[config.mk]
export PLATFORM = sky130hd
export DESIGN_NAME = tgi_front_flat
export DESIGN_NICKNAME = d
export VERILOG_FILES = /design/src/rtl/core/tgi_pkg.sv /design/src/rtl/core/tgi_if.sv /design/src/rtl/core/tgi_front.sv /design/src/flat_wrapper.sv
export SDC_FILE = /design/constraint.sdc
export NUM_CORES = 1
export LEC_CHECK = 0
export BUFFER_PORTS_ARGS = -buffer_cell sky130_fd_sc_hd__buf_2
export CORE_AREA = 4 4 120 122
export CTS_BUF_LIST = sky130_fd_sc_hd__clkbuf_16
export CTS_CLUSTER_DIAMETER = 30
export DETAILED_ROUTE_END_ITERATION = 8
export DIE_AREA = 0 0 124 126
export PLACE_DENSITY_LB_ADDON = 0.1
export RECOVER_POWER = 25
export SYNTH_ARGS = -nofsm -noshare
export SYNTH_HDL_FRONTEND = slang
export SYNTH_SLANG_ARGS = --single-unit
[constraint.sdc]
create_clock -name clk -period 1 [get_ports clk]
set_input_delay 0.05 -clock clk [delete_from_list [all_inputs] [get_ports clk]]
set_output_delay 0.05 -clock clk [all_outputs]
set_load 0.02 [all_outputs]
[src/rtl/core/tgi_pkg.sv]
// Shared types and constants of the trilinear grid interpolator.
package tgi_pkg;

    typedef enum logic [2:0] {
        CMD_LOAD_X    = 3'd0,
        CMD_LOAD_Y    = 3'd1,
        CMD_LOAD_Z    = 3'd2,
        CMD_LOAD_CELL = 3'd3,
        CMD_QUERY     = 3'd4
    } cmd_t;

    localparam logic [1:0] REG_X_POINTS = 2'd0;
    localparam logic [1:0] REG_Y_POINTS = 2'd1;
    localparam logic [1:0] REG_Z_POINTS = 2'd2;

    localparam logic [1:0] AXIS_X = 2'd0;
    localparam logic [1:0] AXIS_Y = 2'd1;
    localparam logic [1:0] AXIS_Z = 2'd2;

    localparam int          FRAC_BITS  = 16;
    localparam logic [16:0] FRAC_ONE   = 17'h10000;
    localparam logic [2:0]  LAST_CORNER = 3'd7;
    localparam logic [2:0]  LAST_BLEND  = 3'd6;

    typedef enum logic [1:0] {
        OP_AXIS,
        OP_CELL,
        OP_QUERY
    } op_t;

    typedef struct packed {
        op_t                op;
        logic [1:0]         axis;
        logic [3:0]         idx_i;
        logic [3:0]         idx_j;
        logic [3:0]         idx_k;
        logic signed [31:0] value;
        logic signed [31:0] qx;
        logic signed [31:0] qy;
        logic signed [31:0] qz;
    } entry_t;

    typedef enum logic [3:0] {
        S_IDLE,
        S_CLAMP_HI,
        S_CLAMP_LO,
        S_SEARCH,
        S_FHI,
        S_FLO,
        S_DIV,
        S_TRD,
        S_TWR,
        S_MUL,
        S_ADD,
        S_OUT
    } state_t;

    function automatic logic [8:0] eff_count(input logic [4:0] r, input logic [8:0] maxp);
        logic [8:0] v;
        v = {4'd0, r};
        if (v < 9'd2)
            v = 9'd2;
        if (v > maxp)
            v = maxp;
        return v;
    endfunction

endpackage

[src/rtl/core/tgi_if.sv]
// Channel interfaces of the trilinear grid interpolator.
interface tgi_in_if;
    logic               valid;
    logic               ready;
    logic [2:0]         command;
    logic [3:0]         index_i;
    logic [3:0]         index_j;
    logic [3:0]         index_k;
    logic signed [31:0] load_value;
    logic signed [31:0] query_x;
    logic signed [31:0] query_y;
    logic signed [31:0] query_z;
    modport source (output valid, command, index_i, index_j, index_k, load_value,
                    query_x, query_y, query_z, input ready);
    modport sink (input valid, command, index_i, index_j, index_k, load_value,
                  query_x, query_y, query_z, output ready);
endinterface


interface tgi_cfg_if;
    logic       valid;
    logic       ready;
    logic [1:0] index;
    logic [4:0] data;
    modport source (output valid, index, data, input ready);
    modport sink (input valid, index, data, output ready);
endinterface

[src/rtl/core/tgi_front.sv]
// Front end: input acceptance, command classification and point count registers.
module tgi_front
    import tgi_pkg::*;
#(
    parameter int MAX_X_POINTS = 16,
    parameter int MAX_Y_POINTS = 16,
    parameter int MAX_Z_POINTS = 16,
    parameter int NW           = 5
)
(
    input  logic          clk,
    input  logic          rst_n,
    tgi_in_if.sink        req,
    tgi_cfg_if.sink       cfg,
    input  logic          full,
    output logic          push,
    output entry_t        push_data,
    output logic [NW-1:0] nx,
    output logic [NW-1:0] ny,
    output logic [NW-1:0] nz
);

    logic [4:0] x_points_reg;
    logic [4:0] y_points_reg;
    logic [4:0] z_points_reg;
    logic       keep;
    logic [8:0] ex;
    logic [8:0] ey;
    logic [8:0] ez;

    assign cfg.ready = 1'b1;
    assign req.ready = !full;

    always_ff @(posedge clk or negedge rst_n)
    begin
        if (!rst_n)
        begin
            x_points_reg <= 5'd16;
            y_points_reg <= 5'd16;
            z_points_reg <= 5'd16;
        end
        else if (cfg.valid)
        begin
            if (cfg.index == REG_X_POINTS)
                x_points_reg <= cfg.data;
            if (cfg.index == REG_Y_POINTS)
                y_points_reg <= cfg.data;
            if (cfg.index == REG_Z_POINTS)
                z_points_reg <= cfg.data;
        end
    end

    assign ex = eff_count(x_points_reg, 9'(MAX_X_POINTS));
    assign ey = eff_count(y_points_reg, 9'(MAX_Y_POINTS));
    assign ez = eff_count(z_points_reg, 9'(MAX_Z_POINTS));
    assign nx = ex[NW-1:0];
    assign ny = ey[NW-1:0];
    assign nz = ez[NW-1:0];

    // Out of range loads and unknown commands are dropped here.
    always_comb
    begin
        push_data.axis  = req.command[1:0];
        push_data.idx_i = req.index_i;
        push_data.idx_j = req.index_j;
        push_data.idx_k = req.index_k;
        push_data.value = req.load_value;
        push_data.qx    = req.query_x;
        push_data.qy    = req.query_y;
        push_data.qz    = req.query_z;
        push_data.op    = OP_QUERY;
        keep            = 1'b0;
        unique case (req.command)
            CMD_LOAD_X:
            begin
                push_data.op = OP_AXIS;
                keep = int'(req.index_i) < MAX_X_POINTS;
            end
            CMD_LOAD_Y:
            begin
                push_data.op = OP_AXIS;
                keep = int'(req.index_i) < MAX_Y_POINTS;
            end
            CMD_LOAD_Z:
            begin
                push_data.op = OP_AXIS;
                keep = int'(req.index_i) < MAX_Z_POINTS;
            end
            CMD_LOAD_CELL:
            begin
                push_data.op = OP_CELL;
                keep = (int'(req.index_i) < MAX_X_POINTS) && (int'(req.index_j) < MAX_Y_POINTS)
                    && (int'(req.index_k) < MAX_Z_POINTS);
            end
            CMD_QUERY:
            begin
                keep = 1'b1;
            end
            default:
            begin
                keep = 1'b0;
            end
        endcase
        push = req.valid && !full && keep;
    end

endmodule

[src/flat_wrapper.sv]
// flat-port wrapper written by rule: the top's interface ports become plain ports
module tgi_front_flat import tgi_pkg::*;
#(
    parameter int MAX_X_POINTS = 16,
    parameter int MAX_Y_POINTS = 16,
    parameter int MAX_Z_POINTS = 16,
    parameter int NW           = 5
)
  (clk, rst_n, full, push, push_data, nx, ny, nz, req_valid, req_command, req_index_i, req_index_j, req_index_k, req_load_value, req_query_x, req_query_y, req_query_z, req_ready, cfg_valid, cfg_index, cfg_data, cfg_ready);
  tgi_in_if req_i ();
  tgi_cfg_if cfg_i ();
  input  logic clk;
  input  logic rst_n;
  input  logic full;
  output logic push;
  output entry_t push_data;
  output logic [NW-1:0] nx;
  output logic [NW-1:0] ny;
  output logic [NW-1:0] nz;
  input wire logic [$bits(req_i.valid)-1:0] req_valid;
  input wire logic [$bits(req_i.command)-1:0] req_command;
  input wire logic [$bits(req_i.index_i)-1:0] req_index_i;
  input wire logic [$bits(req_i.index_j)-1:0] req_index_j;
  input wire logic [$bits(req_i.index_k)-1:0] req_index_k;
  input wire logic [$bits(req_i.load_value)-1:0] req_load_value;
  input wire logic [$bits(req_i.query_x)-1:0] req_query_x;
  input wire logic [$bits(req_i.query_y)-1:0] req_query_y;
  input wire logic [$bits(req_i.query_z)-1:0] req_query_z;
  output wire logic [$bits(req_i.ready)-1:0] req_ready;
  input wire logic [$bits(cfg_i.valid)-1:0] cfg_valid;
  input wire logic [$bits(cfg_i.index)-1:0] cfg_index;
  input wire logic [$bits(cfg_i.data)-1:0] cfg_data;
  output wire logic [$bits(cfg_i.ready)-1:0] cfg_ready;
  assign req_i.valid = req_valid;
  assign req_i.command = req_command;
  assign req_i.index_i = req_index_i;
  assign req_i.index_j = req_index_j;
  assign req_i.index_k = req_index_k;
  assign req_i.load_value = req_load_value;
  assign req_i.query_x = req_query_x;
  assign req_i.query_y = req_query_y;
  assign req_i.query_z = req_query_z;
  assign req_ready = req_i.ready;
  assign cfg_i.valid = cfg_valid;
  assign cfg_i.index = cfg_index;
  assign cfg_i.data = cfg_data;
  assign cfg_ready = cfg_i.ready;
  tgi_front #(.MAX_X_POINTS(MAX_X_POINTS), .MAX_Y_POINTS(MAX_Y_POINTS), .MAX_Z_POINTS(MAX_Z_POINTS), .NW(NW)) u_core (.clk(clk), .rst_n(rst_n), .req(req_i), .cfg(cfg_i), .full(full), .push(push), .push_data(push_data), .nx(nx), .ny(ny), .nz(nz));
endmodule
==> metrics.txt <==
drt drc=0; Initial Utilization=a little over an eighth; r2r setup slk=0.08 ns; share of post-route cells with drive strength above 1=77.00%; WP data required=approximately 0.95 ns; Max Cap Viol=0; crit path capture type=output pin; Final Hold Viols=0; largest net degree at the start of global routing=16; Final HPWL DP=just under 6000 um; Post-Syn Area per Cell=8.887 um^2; antenna cells=0; later-pin clock latency in the skew report=between 0.2 and 0.25 ns; clock root cell=clkbuf_16; GR Overflow Total=0; Die ar.=roughly 16000 um^2; most frequent cell after synthesis=buf_4; period utilization=117.4%; top cells by area, synth=buf_4 59%, dfrtp_1 17%, mux2_2 9.3%; Core Footprint=~13000 um^2; Yosys reg bits=15; Mapped Cells=204; vias per cell=2.859; Yosys warnings=0; PnR worst setup slack=-0.1735 ns; Post-Synth Simple-Gate Area=7.384%; final instance count without filler cells=between 200 and 300; number of buffers created by CTS=3; H-Tree Depth=1; Fillers=1517; # placed instances=~270; Setup CP Type=reg -> out; initial antenna violation count=0; Max clock buf depth=2; failing checks=setup timing; Setup TNS Final=-1.857 ns; Rows=42; WP data arrival=~1.1 ns; Tot Pwr=~2500 uW; Setup Skew=0 ns; sequential share of the synthesized area=20.91%; Post-synth top flop=dfrtp_1; Die Width=about 120 um; All-Layer GR Usage=roughly 7.4%; vias in the first global route=919; dominant cell type by area after synthesis=buf_4; Final Instance Area=1360 um^2; Layout area overhead=-24.98%; Adder-Cell Fraction of Synth Area=0%; Routed Antenna Nets=0; Compound-Gate Fraction of Synth Area=under 10%; nets=256; die height=around 130 um; Syn Nets=approximately 360; RSZ-0062 raised after global routing=yes; final WL=approximately 6500 um; worst ir drop on vdd=roughly 0.63 mV; count of final max-slew check failures=0; drt wl/cell=between 20 and 25 um; vias after detailed routing=around 800; EDFF count, synth=0; P per Cell Area=1870 nW/um^2; Achievable Freq=852.1 MHz; DP Area=approximately 1100 um^2; Final setup viols=15; ys async rst share=100.0%; status=finished with violations; DR pass1 iterations=2; Worst Hold Class=in -> reg; clock-pin slew on the worst setup and hold paths=~0.050 ns; leakage power=between 0.0005 and 0.0006 uW; IO buf count=35; CTS tree=yes; worst-path fanout max=4; mux contribution to synthesized area=around a tenth; Startpoint Class=flop; post-synthesis cell area=between 1500 and 2000 um^2; GPL Wtd Cong=between 0.6 and 0.7; Yosys top cell area share=between 50% and 60%; I/O Pins=between 300 and 400; clock sinks=15; first-pass GRT wire length=about 8000 um; drt initial violations=12; count of cell types in the netlist=17; xor and xnor area share after synthesis=0%; post-layout minimum cycle time=roughly 1.2 ns; largest family of logic cells by synthesized area=buffers and inverters; commonest cells in the netlist=143 x buf_4, 15 x mux2_2, 12 x dfrtp_1
==> metal layers <==
layer | part of all wire (%) | global-route usage (%)
met2 | 47 | 12.15
met4 | 3.2 | 2.835
met5 | 0 | 0
met3 | 30 | 9.507
met1 | 20 | 4.583
==> final timing paths <==
check | start | end | depth (start not counted)
max | u_core.z_points_reg[3] | nz[1] | 3
min | cfg_data[0] | u_core.y_points_reg[0] | 2
max reg2reg | u_core.x_points_reg[3] | u_core.x_points_reg[3] | 2
min reg2reg | u_core.x_points_reg[0] | u_core.x_points_reg[0] | 1
max in group asynchronous | rst_n | u_core.y_points_reg[4] | 2
min in group asynchronous | rst_n | u_core.x_points_reg[0] | 2
==> critical path, cell delays in order, from the launching register on <==
cell and delay (ns):
dfrtp_2 0.43, o21ba_4 0.23, nor2_4 0.10, buf_6 0.12
==> placed cells by master (no fill, tap or decap), types with 3 or more instances in the layout <==
cell type,n
clkbuf_16,3
nor3b_2,3
mux2_2,15
nor3_2,3
buf_6,8
nor2b_1,3
buf_2,23
dfrtp_1,10
dfstp_2,3
buf_4,7
==> repair_timing <==
action | in CTS | in global routing
hold buffers | 1 | 0
endpoints found under the setup margin | 15 | 15
pin swaps | 0 | 3
hold endpoints to repair | 12 | 0
buffers inserted | 3 | 0
resized for setup | 24 | 14
==> layout make-up <==
class                      count  area, um^2  share of cell area, %
clock buffer                   3       75.07                  5.520
clock inverter                 1       3.754                 0.2760
inverter                       1       3.754                 0.2760
multi-input combinational     41       407.9                  29.99
sequential                    15       381.6                  28.06
tap                          176       220.2                  16.19
timing repair buffer          39       267.8                  19.69
==> through the flow <==
step | setup WS [ns] | hold WS, ns | util, %
global route | -0.2111 | 0.1000 | 10.31
global placement | 0.009718 | -0.008921 | 8.490
floorplan | 0.02353 | -0.2456 | -
detailed placement | -0.01590 | -0.003788 | 8.490
CTS | -0.1769 | 0.09115 | 9.941
finish | -0.1735 | 0.08574 | 10.31
==> kinds of logic (layout without fill, tap and decap cells) <==
| family | after synthesis | count (layout) |
|---|---|---|
| AO/OA/AOI/OAI | 4 | 4 |
| other | 1 | 1 |
| multiplexers | 15 | 15 |
| flip-flops | 15 | 15 |
| AND/OR/NAND/NOR | 21 | 21 |
| buffers and inverters | 148 | 44 |
==> power breakdown <==
group / internal (uW) / leakage (uW) / total [uW] / switching (uW)
clock network: 530 / 0.0000423 / 779 / 249
registers: 747 / 0.000171 / 897 / 150
logic: 462 / 0.000330 / 867 / 405
Power figures use the tool's default switching activity.
