$ cat src/rtl/core/tgi_pkg.sv
// Shared types and constants of the trilinear grid interpolator.
package tgi_pkg;

    typedef enum logic [2:0] {
        CMD_LOAD_X    = 3'd0,
        CMD_LOAD_Y    = 3'd1,
        CMD_LOAD_Z    = 3'd2,
        CMD_LOAD_CELL = 3'd3,
        CMD_QUERY     = 3'd4
    } cmd_t;

    localparam logic [1:0] REG_X_POINTS = 2'd0;
    localparam logic [1:0] REG_Y_POINTS = 2'd1;
    localparam logic [1:0] REG_Z_POINTS = 2'd2;

    localparam logic [1:0] AXIS_X = 2'd0;
    localparam logic [1:0] AXIS_Y = 2'd1;
    localparam logic [1:0] AXIS_Z = 2'd2;

    localparam int          FRAC_BITS  = 16;
    localparam logic [16:0] FRAC_ONE   = 17'h10000;
    localparam logic [2:0]  LAST_CORNER = 3'd7;
    localparam logic [2:0]  LAST_BLEND  = 3'd6;

    typedef enum logic [1:0] {
        OP_AXIS,
        OP_CELL,
        OP_QUERY
    } op_t;

    typedef struct packed {
        op_t                op;
        logic [1:0]         axis;
        logic [3:0]         idx_i;
        logic [3:0]         idx_j;
        logic [3:0]         idx_k;
        logic signed [31:0] value;
        logic signed [31:0] qx;
        logic signed [31:0] qy;
        logic signed [31:0] qz;
    } entry_t;

    typedef enum logic [3:0] {
        S_IDLE,
        S_CLAMP_HI,
        S_CLAMP_LO,
        S_SEARCH,
        S_FHI,
        S_FLO,
        S_DIV,
        S_TRD,
        S_TWR,
        S_MUL,
        S_ADD,
        S_OUT
    } state_t;

    function automatic logic [8:0] eff_count(input logic [4:0] r, input logic [8:0] maxp);
        logic [8:0] v;
        v = {4'd0, r};
        if (v < 9'd2)
            v = 9'd2;
        if (v > maxp)
            v = maxp;
        return v;
    endfunction

endpackage

$ cat src/rtl/core/tgi_fifo.sv
// Short command queue between the front end and the back end.
module tgi_fifo
    import tgi_pkg::*;
(
    input  logic   clk,
    input  logic   rst_n,
    input  logic   push,
    input  entry_t push_data,
    output logic   full,
    input  logic   pop,
    output logic   empty,
    output entry_t head
);

    entry_t     slot_reg [2];
    logic       wptr_reg;
    logic       rptr_reg;
    logic [1:0] count_reg;

    assign full  = count_reg == 2'd2;
    assign empty = count_reg == 2'd0;
    assign head  = slot_reg[rptr_reg];

    always_ff @(posedge clk)
    begin
        if (push)
            slot_reg[wptr_reg] <= push_data;
    end

    always_ff @(posedge clk or negedge rst_n)
    begin
        if (!rst_n)
        begin
            wptr_reg  <= 1'b0;
            rptr_reg  <= 1'b0;
            count_reg <= 2'd0;
        end
        else
        begin
            if (push)
                wptr_reg <= !wptr_reg;
            if (pop)
                rptr_reg <= !rptr_reg;
            count_reg <= count_reg + 2'(push) - 2'(pop);
        end
    end

endmodule

$ cat config.mk
export PLATFORM = sky130hd
export DESIGN_NAME = tgi_fifo
export DESIGN_NICKNAME = d
export VERILOG_FILES = /design/src/rtl/core/tgi_pkg.sv /design/src/rtl/core/tgi_fifo.sv
export SDC_FILE = /design/constraint.sdc
export NUM_CORES = 1
export LEC_CHECK = 0
export BUFFER_PORTS_ARGS = -buffer_cell sky130_fd_sc_hd__buf_2
export CAP_MARGIN = 40
export CORE_MARGIN = 1
export CORE_UTILIZATION = 52
export DETAILED_ROUTE_END_ITERATION = 8
export GPL_ROUTABILITY_DRIVEN = 1
export PLACE_DENSITY = 0.79
export SLEW_MARGIN = 20
export SYNTH_ARGS = -nofsm -noshare
export SYNTH_HDL_FRONTEND = slang
export SYNTH_SLANG_ARGS = --single-unit
export TNS_END_PERCENT = 5
$ cat constraint.sdc
create_clock -name clk -period 9.65 [get_ports clk]
set_input_delay 1.93 -clock clk [delete_from_list [all_inputs] [get_ports clk]]
set_output_delay 1.93 -clock clk [all_outputs]
set_load 0.02 [all_outputs]
==> results of run 1 <==
## worst max path at each step
stage | startpoint | to
finish | rptr_reg$_DFFE_PN0P_ | head[79]
global route | rptr_reg$_DFFE_PN0P_ | head[79]
CTS | rptr_reg$_DFFE_PN0P_ | head[80]
detailed placement | rptr_reg$_DFFE_PN0P_ | head[72]
global placement | rptr_reg$_DFFE_PN0P_ | head[45]
floorplan | push | slot_reg[0][0]$_DFFE_PP_
## cells in the final DEF (no fill, tap or decap), types with 2 or more instances in the layout
master     count
mux2_2        94
edfxtp_1     288
buf_16         4
clkbuf_16     29
ha_1           2
clkinv_2       3
buf_4          4
bufinv_16      2
buf_2        293
diode_2        2
inv_1          2
clkinv_1       8
buf_12         2
dfrtp_1        3
mux2_4        50
xor2_1         2
clkbuf_1       7
## worst max-delay path, cell delays in order, from the launching register on
cell     delay [ps]
dfrtp_4         690
buf_4           490
buf_16          310
mux2_2          380
buf_2           160
## layer usage
layer / vias up / global-route usage / share of wire
met5: - / 0 / 0.0011
met4: 4 / 0.0711 / 0.035
met3: 52 / 0.0611 / 0.084
met2: 255 / 0.324 / 0.49
met1: 2714 / 0.223 / 0.39
li1: 2483 / - / -
## Yosys cell counts
library cell | count | area, um2
xor3_1 | 1 | 23.8
nor2_1 | 1 | 3.75
buf_6 | 7 | 78.8
nor2b_1 | 2 | 12.5
inv_1 | 2 | 7.51
buf_2 | 9 | 45.0
xor2_1 | 2 | 17.5
ha_1 | 2 | 25.0
edfxtp_1 | 288 | 8650
mux2_4 | 50 | 751
dfrtp_1 | 4 | 100
mux2_2 | 94 | 1060
and2_1 | 1 | 6.26
## cell type report
type / instances / area share
Clock buffer: 36 / 0.0556
Multi-Input combinational cell: 153 / 0.141
Timing Repair Buffer: 303 / 0.122
Inverter: 2 / 0.000555
Antenna cell: 2 / 0.000370
Tap cell: 270 / 0.0250
Clock inverter: 15 / 0.00906
Sequential cell: 292 / 0.647
## where the power goes
part / switching, mW / leakage [nW] / internal [mW]
clock network: 0.433 / 0.427 / 0.601
registers: 0.0877 / 2.75 / 1.68
logic: 0.791 / 2.09 / 0.583
## logic make-up after synthesis
group,Yosys count
buffers and inverters,18
xor gates and xnor gates,3
adders and majority gates,2
DFF,292
muxes,144
and+or+nand+nor,4
==> metrics.md, run 1 <==
| Metric | Value |
|---|---|
| Placed Cells | `between 1,000 and 1,500` |
| Mapped cell area | `10,800 um2` |
| CTS tree | `built` |
| R2R Path End | `slot_reg[0][102]$_DFFE_PP_` |
| Rows | `52` |
| Final Instance Count excl. Fillers | `roughly 1,100` |
| Clock latency on the worst-skew pair | `around 540 ps` |
| Initial antenna violation count | `5` |
| CP Launch Type | `register` |
| Final setup vio count | `0` |
| Number of global-route vias before repair | `5,853` |
| Worst EP arrival | `2630 ps` |
| Worst-Margin Slew | `522 ps` |
| Cell Area, Placed | `12,700 um2` |
| Max FFs per register | `approximately 290` |
| Min Clock Period, post-route | `4560 ps` |
| Final Cycle Share | `0.473` |
| H-Tree Level Count | `1` |
| Crit path kind | `reg2out` |
| Adder-Cell Fraction of Synth Area | `0.00232` |
| Cell Pwr Density | `309 nW/um2` |
| Area Growth Syn to Fin | `25.6%` |
| Pre-CTS WS | `about 5700 ps` |
| Hold WS | `between 500 and 600 ps` |
| Vias | `about 5,500` |
| Post-CTS sizing | `0` |
| Nets | `around 930` |
| Worst hold path type | `reg2reg` |
| Vias/cell | `5.13` |
| First-pass iteration count of the detailed router | `4` |
| Register area | `8750 um2` |
| FMAX | `0.219 GHz` |
| MaxCap Viol Count | `0` |
| Mux contribution to synthesized area | `0.168` |
| Core area | `20,300 um2` |
| CP endpoint kind | `output pin` |
| Root Driver | `clkbuf_16` |
| Post-synthesis sequential area ratio | `0.812` |
| Die Ht | `approximately 150 um` |
| # hold bufs at CTS | `0` |
| Clock Tree Buf Depth | `3` |
| Hold Vio Cnt, Final | `0` |
| Finished Cell Area | `about 14,000 um2` |
| Clock Skew | `roughly 22 ps` |
| Initial detailed-routing violation count | `191` |
| Number of CTS-inserted buffers | `29` |
| Sink Count | `292` |
| R2R Path Start | `wptr_reg$_DFFE_PN0P_` |
| Post-synthesis simple-gate area fraction | `0.00209` |
| Clk slew on worst S/H paths | `60 ps` |
| Filler Cell Count | `1,363` |
| Full die area | `around 21,000 um2` |
| XOR/XNOR share of the synthesized area | `0.00383` |
| Total power | `4.18 mW` |
| Worst VDD drop | `236 uV` |
| Die outline width | `roughly 150 um` |
| Residual overflow from global routing | `0` |
| GRT Overall Usage | `0.189` |
| Relative slew slack | `0.652` |
| Share of layout cells above drive strength 1 | `0.607` |
| # port buffers | `293` |
| DRC | `0` |
| Largest net degree at the start of global routing | `59` |
| Routed Antenna Nets | `0` |
| Number of synthesized register bits | `292` |
| Hold Path Sink | `wptr_reg$_DFFE_PN0P_` |
| Reg2Reg Setup Slack | `7690 ps` |
| Cell leakage power | `around 5.3 nW` |
| Ys Warns | `0` |
| Cells after synthesis | `463` |
| Pins Over Slew Limit | `0` |
| Detailed Route WL | `20.6 mm` |
| First-pass GRT wire length | `31.0 mm` |
| Half-perimeter wire length after detailed placement | `14.3 mm` |
| Status | `completed` |
| Largest family of logic cells by synthesized area | `multiplexers` |
| Unrepaired setup endpoints after global routing | `false` |
| Mean Syn Cell Area | `23.3 um2` |
| Setup bufs post-CTS | `0` |
| Crit path max fanout | `46` |
| Setup_tns | `0 ps` |
| GP Congestion | `0.810` |
| CP required | `roughly 7700 ps` |
| Initial Utilization | `0.531` |
| Hold Path Depth | `1` |
| Layout Utilization | `0.667` |
| Min-Delay Startpoint | `wptr_reg$_DFFE_PN0P_` |
| WL/cell | `~19 um` |
| Unique cell type count in the Yosys netlist | `13` |
| Compound-cell area share of the yosys netlist | `0` |
| Multi-input gate area | `1910 um2` |
| FF-to-FF path depth | `4` |
| Setup ws final | `5090 ps` |
| Syn Nets | `613` |
| I/O Pins | `294` |
Power figures use the tool's default switching activity.
==> run 2, diff against run 1 <==
--- a/config.mk
+++ b/config.mk
@@ -5,13 +5,14 @@
 export SDC_FILE = /design/constraint.sdc
 export NUM_CORES = 1
 export LEC_CHECK = 0
+export ABC_AREA = 1
 export BUFFER_PORTS_ARGS = -buffer_cell sky130_fd_sc_hd__buf_2
 export CAP_MARGIN = 40
 export CORE_MARGIN = 1
-export CORE_UTILIZATION = 52
+export CORE_UTILIZATION = 47
 export DETAILED_ROUTE_END_ITERATION = 8
 export GPL_ROUTABILITY_DRIVEN = 1
-export PLACE_DENSITY = 0.79
+export PLACE_DENSITY = 0.75
 export SLEW_MARGIN = 20
 export SYNTH_ARGS = -nofsm -noshare
 export SYNTH_HDL_FRONTEND = slang
==> constraint.sdc (replaced) <==
create_clock -name clk -period 4.1 [get_ports clk]
set_input_delay 0.82 -clock clk [delete_from_list [all_inputs] [get_ports clk]]
set_output_delay 0.82 -clock clk [all_outputs]
set_load 0.02 [all_outputs]
==> run 2 against run 1 <==
Clock skew fell by 17 ps. Final cell count rose by 32%. Utilization fell by 6.8 points. Largest cell class unchanged. Highest routed layer unchanged. Non-clock buffer count rose by 3. Sequential share of layout area fell by 0.68 points. Via count rose by 18%. Synthesized area rose by 2.4%. Critical path depth did not move.
==> metrics.md, run 2 <==
| Metric | Value |
|---|---|
| Status | `completed (unchanged)` |
| I/O Pins | `294 (unchanged)` |
| Nets | `1,232 (was 931)` |
| Clock latency on the worst-skew pair | `530 ps (was 540 ps)` |
| Delay of the slowest critical-path stage | `800 ps (was 690 ps)` |
| Hold Vio Cnt, Final | `0 (unchanged)` |
| DRC | `0 (unchanged)` |
| Rows | `55 (was 52)` |
| Setup bufs post-CTS | `0 (unchanged)` |
| Clock Tree Buf Depth | `3 (unchanged)` |
| Clk slew on worst S/H paths | `60 ps (about the same)` |
| # port buffers | `293 (unchanged)` |
| Post-CTS sizing | `0 (unchanged)` |
| WL/cell | `14.9 um (was 19.2 um)` |
| FMAX | `0.315 GHz` |
| Number of global-route vias before repair | `6,412 (was 5,853)` |
| Cell taking the most area after synthesis | `edfxtp_1 (unchanged)` |
| Sink Count | `292 (unchanged)` |
| GRT Overall Usage | `0.171 (was 0.189)` |
| Post-synth top cells | `edfxtp_1 (288), inv_1 (151), nand2_1 (150), o21ai_0 (78), o21ai_1 (46) (was edfxtp_1 (288), mux2_2 (94), mux2_4 (50), buf_2 (9), buf_6 (7))` |
| Detailed Route WL | `21.1 mm (was 20.6 mm)` |
| Cells after synthesis | `777 (was 463)` |
| Full die area | `24,100 um2 (was 21,300 um2)` |
| Reg2Reg Setup Slack | `2270 ps (was 7690 ps)` |
| Final setup vio count | `0 (unchanged)` |
| Most common cell after layout, fill and taps aside | `buf_2 (unchanged)` |
| # hold bufs at CTS | `0 (unchanged)` |
| Cells along the critical path | `buf_12 -> nand2_1 -> o21ai_1 -> buf_2 (was buf_4 -> buf_16 -> mux2_2 -> buf_2)` |
| Die Ht | `155 um (was 146 um)` |
| Core area | `22,800 um2 (was 20,300 um2)` |
| Most frequent cells in the layout | `buf_2 (293), edfxtp_1 (288), inv_1 (150), nand2_1 (150), o21ai_0 (78) (was buf_2 (293), edfxtp_1 (288), mux2_2 (94))` |
| R2R Path End | `slot_reg[1][32]$_DFFE_PP_ (was slot_reg[0][102]$_DFFE_PP_)` |
| Initial detailed-routing violation count | `386 (was 191)` |
| Filler Cell Count | `1,767 (was 1,363)` |
| Hold WS | `89.3 ps (was 557 ps)` |
| Slowest stage cell, crit path | `dfrtp_4 (unchanged)` |
| Die outline width | `155 um (was 146 um)` |
| Unique cell type count in the Yosys netlist | `14 (was 13)` |
| GP Congestion | `0.758 (was 0.810)` |
| FF-to-FF path depth | `3 (was 4)` |
| Layout Utilization | `0.599 (was 0.667)` |
| H-Tree Level Count | `1 (unchanged)` |
| R2R Path Start | `wptr_reg$_DFFE_PN0P_ (unchanged)` |
| Clock Skew | `5.12 ps (was 22.5 ps)` |
| Placed Cells | `1,364 (was 1,020)` |
| Relative slew slack | `0.531 (was 0.652)` |
| MaxCap Viol Count | `0 (unchanged)` |
| CP Launch Type | `register (unchanged)` |
| Worst EP arrival | `2350 ps (was 2630 ps)` |
| Max FFs per register | `288 (unchanged)` |
| Root Driver | `clkbuf_16 (unchanged)` |
| Min Clock Period, post-route | `between 3000 and 4000 ps` |
| Unrepaired setup endpoints after global routing | `false (unchanged)` |
| CP required | `3280 ps (was 7720 ps)` |
| Worst-Margin Slew | `703 ps (was 522 ps)` |
| CP endpoint kind | `output pin (unchanged)` |
| Residual overflow from global routing | `0 (unchanged)` |
| Most used DFF post-synth | `edfxtp_1 (unchanged)` |
| Cell leakage power | `5.85 nW (was 5.26 nW)` |
| Share of layout cells above drive strength 1 | `0.333 (was 0.607)` |
| Mean Syn Cell Area | `14.2 um2 (was 23.3 um2)` |
| Number of CTS-inserted buffers | `29 (unchanged)` |
| Largest net degree at the start of global routing | `125 (was 59)` |
| Worst VDD drop | `510 uV (was 236 uV)` |
| Cell Pwr Density | `726 nW/um2 (was 309 nW/um2)` |
| Final Instance Count excl. Fillers | `1,419 (was 1,073)` |
| Total power | `9.93 mW (was 4.18 mW)` |
| Post-synth EDFFs | `288 (unchanged)` |
| Share of the synthesized area in the top cell type | `0.784 (was 0.802)` |
| Syn Nets | `927 (was 613)` |
| Setup ws final | `930 ps (was 5090 ps)` |
| Final Cycle Share | `0.773` |
| Post-synth ARST share | `0.0137 (unchanged)` |
| Pre-CTS WS | `1550 ps (was 5670 ps)` |
| Crit path max fanout | `124 (was 46)` |
| Pins Over Slew Limit | `0 (unchanged)` |
| Crit path kind | `reg2out (unchanged)` |
| Most frequent cell after synthesis | `edfxtp_1 (unchanged)` |
| CTS tree | `built (unchanged)` |
| Routed Antenna Nets | `0 (unchanged)` |
| Area Growth Syn to Fin | `23.9% (was 25.6%)` |
| Initial antenna violation count | `6 (was 5)` |
| Vias | `6,521 (was 5,508)` |
| Vias/cell | `4.60 (was 5.13)` |
| Area contributors post-synth | `edfxtp_1 (78%), inv_1 (5.1%), nand2_1 (5.1%), o21ai_0 (3.5%), buf_6 (2.4%) (was edfxtp_1 (80%), mux2_2 (9.8%), mux2_4 (7.0%), dfrtp_1 (0.93%), buf_6 (0.73%))` |
| First-pass GRT wire length | `31.7 mm (was 31.0 mm)` |
| Number of synthesized register bits | `292 (unchanged)` |
| Mapped cell area | `11,000 um2 (was 10,800 um2)` |
| Half-perimeter wire length after detailed placement | `14.2 mm (was 14.3 mm)` |
| Post-synthesis sequential area ratio | `0.793 (was 0.812)` |
| Ys Warns | `0 (unchanged)` |
| Initial Utilization | `0.483 (was 0.531)` |
| Worst hold path type | `in2async (was reg2reg)` |
| First-pass iteration count of the detailed router | `4 (unchanged)` |
-- run 2: where the power goes --
group          switching (mW)  total [mW]  internal, mW
clock network            1.03        2.45          1.42
logic                    2.33        3.31         0.978
registers               0.216        4.17          3.96
total                    3.57        9.93          6.36
-- run 2: area by class of cell --
class / instances / area, um2 / share of cell area
diodes: 3 / 7.51 / 0.000549
clock buffers: 36 / 752 / 0.0550
clock inverters: 16 / 129 / 0.00942
inverters: 151 / 572 / 0.0418
multi-input cells: 302 / 1430 / 0.104
flip-flops and latches: 292 / 8750 / 0.640
well taps: 313 / 392 / 0.0286
repair buffers: 306 / 1650 / 0.120
-- run 2: cells by family after synthesis --
group,after synthesis,share of synthesized area
fa+ha+maj,2,0.00227
compound gates,144,0.0721
flops,292,0.793
simple gates,154,0.0525
xor+xnor,2,0.00159
buf+inv,183,0.0789
-- run 2: worst max-delay path, delay by kind of cell, from the launching register on --
| kind | cells | cell delay, ps |
|---|---|---|
| compound gates | 1 | 150 |
| flops | 1 | 800 |
| simple gates | 1 | 110 |
| buf+inv | 2 | 620 |
-- run 2: worst max-delay path by stage --
stage,startpoint,endpoint,cells past startpoint
2_1_floorplan,push,slot_reg[1][0]$_DFFE_PP_,2
3_3_place_gp,rptr_reg$_DFFE_PN0P_,head[33],4
3_5_place_dp,rptr_reg$_DFFE_PN0P_,head[36],3
4_1_cts,rptr_reg$_DFFE_PN0P_,head[96],4
5_1_grt,rptr_reg$_DFFE_PN0P_,head[33],4
6_report,rptr_reg$_DFFE_PN0P_,head[96],4
-- run 2: metal layers --
| layer | vias up | track usage | share of wire |
|---|---|---|---|
| li1 | 3240 | - | - |
| met1 | 3022 | 0.192 | 0.39 |
| met2 | 213 | 0.308 | 0.51 |
| met3 | 42 | 0.0529 | 0.079 |
| met4 | 4 | 0.0570 | 0.021 |
| met5 | - | 0 | 0.0010 |
-- run 2: through the flow --
step	TNS, ps	instance area, um2
2_1_floorplan	-8000	11000
3_3_place_gp	0	12800
3_5_place_dp	0	12800
4_1_cts	0	13700
5_1_grt	0	13700
6_report	0	13700
